## src/hdl/dsi_rru_pkg.sv

```systemverilog
// ----------------------------------------------------------------------------
// dsi_rru_pkg
// Types and codes shared by the read response unpacker.
// ----------------------------------------------------------------------------
package dsi_rru_pkg;

  // input item kinds
  localparam logic [1:0] KIND_HEADER  = 2'd0;
  localparam logic [1:0] KIND_PAYLOAD = 2'd1;
  localparam logic [1:0] KIND_EMPTY   = 2'd2;

  // result outcome codes
  localparam logic [2:0] OUT_BYTE     = 3'd0;
  localparam logic [2:0] OUT_SIZE     = 3'd1;
  localparam logic [2:0] OUT_ERRREP   = 3'd2;
  localparam logic [2:0] OUT_UNKNOWN  = 3'd3;
  localparam logic [2:0] OUT_UNDERRUN = 3'd4;
  localparam logic [2:0] OUT_BADLEN   = 3'd5;

  // response data types
  localparam logic [7:0] DT_SHORT1_A  = 8'h11;
  localparam logic [7:0] DT_SHORT1_B  = 8'h21;
  localparam logic [7:0] DT_SHORT2_A  = 8'h12;
  localparam logic [7:0] DT_SHORT2_B  = 8'h22;
  localparam logic [7:0] DT_LONG_A    = 8'h1a;
  localparam logic [7:0] DT_LONG_B    = 8'h1c;
  localparam logic [7:0] DT_ACK_ERR   = 8'h02;

  // most results one item can cause
  localparam int unsigned MaxResults  = 4;

  typedef struct packed {
    logic [1:0]  kind;
    logic [31:0] rx_word;
    logic [15:0] expected_count;
  } in_item_t;

  typedef struct packed {
    logic [7:0]  data_byte;
    logic [2:0]  outcome;
    logic [15:0] error_report;
    logic        last;
  } out_item_t;

endpackage

```

## src/hdl/dsi_read_response_unpacker_top.sv

```systemverilog
// ----------------------------------------------------------------------------
// dsi_read_response_unpacker_top
// Decodes read responses from a display serial link receive queue into bytes
// and status results.
// ----------------------------------------------------------------------------
// Usage:
//   Input channel (in_valid / in_stall / in_data) takes one receive queue
//   event per transfer: a header word with the requested byte count, a
//   payload word, or a queue-empty mark. Output channel (out_valid /
//   out_stall / out_data) gives one result per transfer: a payload byte or
//   a status, with last set on the final result of a response.
//   An accepted item is decoded in one pass into a four-entry result buffer;
//   its results then move from the buffer to the output register. Results
//   leave the buffer one per cycle while the receiver does not stall; a
//   header gives at most two results and a payload word at most four. The
//   next item is taken while the last result of the previous one is still
//   moving to the output register.
//   Reset (rst_n low, synchronous) empties the buffer and the output register
//   and returns the decoder to idle. When the receiver stalls, the output
//   register holds, the buffer stops draining and in_stall rises once the
//   buffer cannot take another item.
// ----------------------------------------------------------------------------
module dsi_read_response_unpacker_top
  import dsi_rru_pkg::*;
(
  input  logic      clk,
  input  logic      rst_n,
  input  logic      in_valid,
  output logic      in_stall,
  input  in_item_t  in_data,
  output logic      out_valid,
  input  logic      out_stall,
  output out_item_t out_data
);

  // decoder state
  logic        collecting_r, collecting_nxt;
  logic [15:0] bytes_left_r, bytes_left_nxt;

  // result buffer
  out_item_t   res_r [MaxResults];
  out_item_t   res_nxt [MaxResults];
  logic [2:0]  cnt_r, cnt_nxt;
  logic [2:0]  idx_r;
  logic [2:0]  pending;

  // output register
  logic        out_valid_r;
  out_item_t   out_r;

  logic        take;
  logic        out_load;
  logic        in_xfer;

  // handshake control
  assign pending  = cnt_r - idx_r;
  assign take     = out_valid_r & ~out_stall;
  assign out_load = (pending != 3'd0) && (!out_valid_r || take);
  assign in_stall = !((pending == 3'd0) || ((pending == 3'd1) && out_load));
  assign in_xfer  = in_valid & ~in_stall;

  assign out_valid = out_valid_r;
  assign out_data  = out_r;

  // single-pass decode of one input item
  always_comb begin
    logic [7:0]  dtype;
    logic [15:0] hfield;
    logic [15:0] want;
    logic [2:0]  n;
    dtype          = in_data.rx_word[7:0];
    hfield         = in_data.rx_word[23:8];
    want           = in_data.expected_count;
    n              = 3'd0;
    collecting_nxt = collecting_r;
    bytes_left_nxt = bytes_left_r;
    for (int k = 0; k < MaxResults; k++) begin
      res_nxt[k].data_byte    = 8'd0;
      res_nxt[k].outcome      = OUT_BYTE;
      res_nxt[k].error_report = 16'd0;
      res_nxt[k].last         = 1'b1;
    end
    case (in_data.kind)
      KIND_HEADER: begin
        collecting_nxt = 1'b0;
        bytes_left_nxt = 16'd0;
        n              = 3'd1;
        if (want == 16'd0) begin
          res_nxt[0].outcome = OUT_BADLEN;
        end else if (dtype inside {DT_SHORT1_A, DT_SHORT1_B}) begin
          if (want != 16'd1) begin
            res_nxt[0].outcome = OUT_SIZE;
          end else begin
            res_nxt[0].data_byte = in_data.rx_word[15:8];
          end
        end else if (dtype inside {DT_SHORT2_A, DT_SHORT2_B}) begin
          if (want != 16'd2) begin
            res_nxt[0].outcome = OUT_SIZE;
          end else begin
            n                    = 3'd2;
            res_nxt[0].data_byte = in_data.rx_word[15:8];
            res_nxt[0].last      = 1'b0;
            res_nxt[1].data_byte = in_data.rx_word[23:16];
          end
        end else if (dtype inside {DT_LONG_A, DT_LONG_B}) begin
          if (hfield != want) begin
            res_nxt[0].outcome = OUT_SIZE;
          end else begin
            n              = 3'd0;
            collecting_nxt = 1'b1;
            bytes_left_nxt = want;
          end
        end else if (dtype == DT_ACK_ERR) begin
          res_nxt[0].outcome      = OUT_ERRREP;
          res_nxt[0].error_report = hfield;
        end else begin
          res_nxt[0].outcome = OUT_UNKNOWN;
        end
      end
      KIND_PAYLOAD: begin
        if (collecting_r) begin
          // up to four bytes, little-endian
          n = (bytes_left_r >= 16'(MaxResults)) ? 3'(MaxResults) : bytes_left_r[2:0];
          for (int k = 0; k < MaxResults; k++) begin
            res_nxt[k].data_byte = in_data.rx_word[8*k +: 8];
            res_nxt[k].last      = (bytes_left_r == 16'(k + 1));
          end
          bytes_left_nxt = bytes_left_r - {13'd0, n};
          collecting_nxt = (bytes_left_r != {13'd0, n});
        end
      end
      KIND_EMPTY: begin
        if (collecting_r) begin
          collecting_nxt     = 1'b0;
          bytes_left_nxt     = 16'd0;
          n                  = 3'd1;
          res_nxt[0].outcome = OUT_UNDERRUN;
        end
      end
      default: begin
        n = 3'd0;
      end
    endcase
    cnt_nxt = n;
  end

  // control registers
  always_ff @(posedge clk) begin
    if (!rst_n) begin
      collecting_r <= 1'b0;
      bytes_left_r <= 16'd0;
      cnt_r        <= 3'd0;
      idx_r        <= 3'd0;
      out_valid_r  <= 1'b0;
    end else begin
      if (in_xfer) begin
        collecting_r <= collecting_nxt;
        bytes_left_r <= bytes_left_nxt;
        cnt_r        <= cnt_nxt;
        idx_r        <= 3'd0;
      end else if (out_load) begin
        idx_r <= idx_r + 3'd1;
      end
      if (out_load) begin
        out_valid_r <= 1'b1;
      end else if (take) begin
        out_valid_r <= 1'b0;
      end
    end
  end

  // payload registers
  always_ff @(posedge clk) begin
    if (in_xfer) begin
      for (int k = 0; k < MaxResults; k++) begin
        res_r[k] <= res_nxt[k];
      end
    end
    if (out_load) begin
      out_r <= res_r[idx_r[1:0]];
    end
  end

`ifndef NO_ASSERTIONS
  // buffer read pointer never passes the fill count
  a_idx_le_cnt: assert property (@(posedge clk) disable iff (!rst_n)
    (idx_r <= cnt_r) && (cnt_r <= 3'(MaxResults)))
    else $error("result buffer pointer out of range");

  // collecting exactly while bytes are owed
  a_collect_bytes: assert property (@(posedge clk) disable iff (!rst_n)
    collecting_r == (bytes_left_r != 16'd0))
    else $error("collecting flag disagrees with byte count");

  // zero request length gives one bad-length status
  a_badlen: assert property (@(posedge clk) disable iff (!rst_n)
    (in_xfer && (in_data.kind == KIND_HEADER) && (in_data.expected_count == 16'd0))
    |=> (cnt_r == 3'd1) && (res_r[0].outcome == OUT_BADLEN) && !collecting_r)
    else $error("zero request length not reported");

  // status results always close a response
  a_status_last: assert property (@(posedge clk) disable iff (!rst_n)
    (out_valid_r && (out_r.outcome != OUT_BYTE)) |-> out_r.last)
    else $error("status result without last");
`endif

endmodule
```

## config.mk

```make
export PLATFORM = sky130hd
export DESIGN_NAME = dsi_read_response_unpacker_top
export DESIGN_NICKNAME = d
export VERILOG_FILES = /design/src/hdl/dsi_rru_pkg.sv /design/src/hdl/dsi_read_response_unpacker_top.sv
export SDC_FILE = /design/constraint.sdc
export NUM_CORES = 1
export LEC_CHECK = 0
export ABC_AREA = 1
export BUFFER_PORTS_ARGS = -buffer_cell sky130_fd_sc_hd__buf_2
export CORE_ASPECT_RATIO = 1.1
export CORE_MARGIN = 3
export CORE_UTILIZATION = 50
export DETAILED_ROUTE_END_ITERATION = 12
export PLACE_DENSITY_LB_ADDON = 0.08
export SLEW_MARGIN = 10
export SYNTH_ARGS = -nofsm -noshare
export SYNTH_HDL_FRONTEND = slang
export SYNTH_SLANG_ARGS = --single-unit
```

## constraint.sdc

```tcl
create_clock -name clk -period 4.4 [get_ports clk]
set_input_delay 0.44 -clock clk [delete_from_list [all_inputs] [get_ports clk]]
set_output_delay 0.44 -clock clk [all_outputs]
set_load 0.02 [all_outputs]
```

# == Word level (Yosys, flattened, before mapping) ==
# Memories as Yosys holds them, arrays and structs flattened. A register that Yosys moved wholly into a read port is not among the register bits.
# Index checks and enable logic that the tools add are counted.
# totals
rom_bits,0
ramBits,112
output_inout_bits,30
latch_bits,0
register_bits,24
n_memories,1
input_bits,54
elab_cells,112
# classes
n_mul,0
n_lt_le_gt_ge,1
n_shift,0
div_mod_pow,0
eq_ne,20
n_reduce_logical,18
add_sub_neg,3
mux,60
bitwise_logic,4
# mem_list
name,words,word_bits,read_ports,rd_clocked_by_memory_dff,wr,line,text
res_r,4,28,1,1,4,dsi_read_response_unpacker_top.sv:41,out_item_t res_r [MaxResults];
# op_table
cell,count
$mux 16,11
$mux 9,7
$mux 25,2
$pmux 16 s3,1
$mux 8,5
$eq 16x2->1 const B,2
$eq 8x5->1 const B,4
$mux 3,7
$mux 1,18
$pmux 9 s2,1
$eq 16x1->1 const B,1
$eq 16x3->1 const B,1
$eq 8x6->1 const B,2
$ge 16x3->1 const B,1
$logic_not 16->1,1
$ne 16x1->1 const B,1
$ne 16x16->1,1
$ne 16x2->1 const B,1
$ne 16x3->1,1
$pmux 8 s2,1
$sub 16x3->16,1
$mux 11,1
$pmux 3 s3,1
$eq 8x2->1 const B,1
21 further kinds,33

# == Depth between registers and ports, before layout ==
# logic_depth
depth_word,9
ltp_mapped,14
depth_no_buf,14

# == Worst setup path before layout ==
# Ideal clock, no wire load.
# synth_timing
path_kind,register to register
start,register cnt_r[0]
end,memory res_r[0][0] (netlist bit) (enable)
n_path_buf,0
stages_incl_launch_ff,11
setup_slack_ns,1.513
setup_time_ns,0.411
arrival_time_ns,2.477
required_ns,3.989
synth_period_minus_slack_ns,2.887
path_cell_list,dfxtp_1 -> inv_1 -> ha_1 -> fa_1 -> inv_1 -> nand2_1 -> nand2_2 -> nand3_2 -> nand2_2 -> nand2_1 -> inv_1
# synth_lines
element,line,text
"start, declared",dsi_read_response_unpacker_top.sv:43,"logic [2:0] cnt_r, cnt_nxt;"
"start signal, assigned",dsi_read_response_unpacker_top.sv:159,cnt_r <= cnt_nxt;
"end, declared",dsi_read_response_unpacker_top.sv:41,

==> out/results.tsv <==
stage	metric	value	unit
grt	pin count of the biggest net entering global routing	40	
sta	Final Cycle Share	69.33	%
power	worst vdd ir	258.7	uV
floorplanning	chip height	121.0	um
worst_setup_path	Worst Setup Start Kind	flop	
grt	number of global-route vias before repair	4845	
route	final wirelength	14710	um
clock_tree	CTS sink cnt	107	
synth	Synth Area in Simple Gates	29.02	%
clock_tree	clock root cell	clkbuf_16	
power	Sequential Power Share	43.7	%
floorplanning	Std-Cell Rows	41	
final_layout	ratio of cells with drive above 1 in the final layout	20.46	%
placed_design	I/O Buffers	83	
placed_design	placed cell area	6526	sq um
grt	grt ovf	0	
route	DR pass1 iterations	6	
power	Psw	0.001318	W
final_layout	cell area after layout	6828	sq um
route	WL per Instance	15.78	um
power	Internal Power	0.002222	W
route	total number of vias	4933	
route	DR iter-0 viols	316	
placed_design	pre-CTS setup slack	1.371	ns
clock_tree	CTS tree	built	
hold_path	Hold Path Class	primary input to flop	
grt	first-pass GRT wire length	24080	um
synth	top_reg_cell synth	edfxtp_1	
worst_setup_path	Critical Path Sink Type	flop	
synth	post-synthesis mux area share	0	%
route	via density per instance	5.293	
clock_tree	clk buf depth	2	
worst_setup_path	CP required	4.45	ns
floorplanning	Initial Util	51.88	%
worst_setup_path	Max stage delay on crit path	0.61	ns
final_layout	Final Non-Filler Cells	932	
final_layout	Area growth syn-to-layout	13.52	%
power	Leak	3.047	nW
power	clock power share	23.5	%
sta	Hold WS	0.3767	ns
worst_setup_path	Setup CP Type	flop to flop	
synth	Synth Area in Compound Gates	8.384	%
clock_tree	Num CTS Buffers	9	
power	Net Sw Frac	37.24	%
synth	top cell type's share of synthesized area	41.44	%
sta	max-slew violation count	0	
clock_tree	post_cts resized	0	
sta	Clock Skew	0.01116	ns
worst_setup_path	Max stage delay cell, worst path	inv_2	
placed_design	Cells after DPL	916	
worst_setup_path	CP max FO	39	
final_layout	commonest non-fill, non-tap cell in the layout	nand2_1	
worst_setup_path	crit path cell chain	ha_1 > fa_1 > inv_1 > nand2_1 > nand2_2 > nand3_2 > nand2_2 > nand2_1 > inv_2 > buf_4	
synth	Async S/R FF share, synth	0	%
synth	Post-Synthesis Cells	698	
power	Power per Cell Area	518.6	nW/um^2
placed_design	GP Congestion	0.9436	
clock_tree	clk slew on worst S/H paths	0.08	ns
outcome	status	completed	
route	DR DRC count	0	
synth	mapped cell area	6015	sq um
synth	Adder-Cell Fraction of Synth Area	2.205	%
synth	Area contributors post-synth	edfxtp_1 41%, nand2_1 8.7%, dfxtp_1 8.0%	
sta	Setup Viol. Count Final	0	
sta	Final min period	3.051	ns
final_layout	most frequent cells in the layout	139 x nand2_1, 94 x inv_1, 93 x nor2_1	
synth	Yosys top cell by area	edfxtp_1	
route	Post-DRT Antenna Nets	0	
floorplanning	die area	13380	sq um
synth	synth warn	0	
synth	net count after synthesis	762	
sta	total negative slack	0	ns
sta	RSZ-0062 raised after global routing	no	
worst_setup_path	Worst Path Arrival	3.10	ns
synth	mean post-synth cell area	8.617	sq um
job	Max Cap Violations	0	
synth	XOR/XNOR Fraction of Synth Area	2.476	%
grt	initial antenna violation count	0	
clock_tree	# Post-CTS Setup Buffers	0	
sta	final setup margin	1.349	ns
floorplanning	io pins	84	
synth	Yosys cell types	44	
synth	Seq/Total Area, Yosys	49.43	%
sta	final hold viol count	0	
clock_tree	hold_buf cts	0	
synth	EDFF count, synth	83	
sta	Worst-Margin Slew	0.8097	ns
synth	FF+latch count, synth	107	
final_layout	nets	841	
floorplanning	die outline width	110.6	um
clock_tree	Worst-Skew Late Latency	0.35	ns
floorplanning	Core Box Area	11590	sq um
placed_design	DP HPWL	11310	um
sta	max frequency	0.3278	GHz
power	combinational fraction of design power	32.9	%
synth	largest family of logic cells by synthesized area	simple AND/OR/NAND/NOR gates	
final_layout	number of diodes	0	
sta	slew margin rel.	45.94	%
grt	Total Routing Usage GR	22.50	%
clock_tree	H-tree Lvls	3	
## power groups by stage
stage          Combinational (W)  Clock, W  Sequential (W)
5_1_grt                  0.00129  0.000881         0.00157
3_5_place_dp             0.00117         0         0.00157
4_1_cts                  0.00117  0.000845         0.00155
6_report                 0.00116  0.000831         0.00155
2_1_floorplan           0.000663         0         0.00173
3_3_place_gp             0.00115         0         0.00156
## through the flow
stage	power, W	utilization (%)
floorplan	0.002392	-
global placement	0.002714	56.29
detailed placement	0.002741	56.29
CTS	0.003566	58.89
global route	0.003747	58.89
finish	0.003541	58.89
## state kept, by name, indices dropped and copies added, names as in the netlist
name and count:
bytes_left_r 16, cnt_r 3, collecting_r 1, idx_r 3, out_data 28, out_valid 1
res_r 55
## routing by layer
layer / track usage, % / up-vias / share of wire [%]
met4: 7.698 / 0 / 2.0
li1: - / 2462 / -
met3: 3.541 / 21 / 4.7
met5: 0 / - / 0
met2: 41.43 / 129 / 52
met1: 26.72 / 2321 / 41
## path summary, 6_finish.rpt
check | start | endpoint | slack [ns] | cells after the start
min reg2reg | cnt_r[0] | cnt_r[0] | 0.49 | 2
max reg2reg | idx_r[0] | res_r[0][1] | 1.35 | 10
max | idx_r[0] | res_r[0][1] | 1.35 | 10
min | in_data[45] | res_r[3][25] | 0.38 | 3
## critical path, delay by kind of cell, from the launching register on
family,cells,cell delay (ns)
buf+inv,3,0.99
fa+ha+maj,2,0.72
simple gates,5,0.47
flops,1,0.53
## synth_stat cells, types with 9 or more instances
cell / instances
dfxtp_1: 24
ha_1: 9
inv_1: 95
o21ai_0: 28
o22ai_1: 17
xnor2_1: 13
o21ai_1: 14
clkbuf_1: 11
nor2_1: 93
nor2_4: 18
a21oi_1: 18
edfxtp_1: 83
nand4_1: 26
nand3_1: 41
nand2_2: 10
nand2_1: 139
## cell type report
class | count | area, sq um
repair buffers | 86 | 437.9
multi-input cells | 469 | 2535
well taps | 150 | 187.7
flip-flops and latches | 107 | 2973
clock buffers | 9 | 225.2
clock inverters | 7 | 76.32
inverters | 104 | 392.9
fillers | 1043 | 4766
## logic make-up (layout without fill, tap and decap cells)
family / Yosys count / after routing
other: 1 / 1
flip-flops: 107 / 107
AND/OR/NAND/NOR: 352 / 352
adder cells (fa/ha/maj): 10 / 10
AO/OA/AOI/OAI: 89 / 89
XOR/XNOR: 17 / 17
buffers and inverters: 122 / 206
No activity file was read; power rests on OpenSTA's default activity.
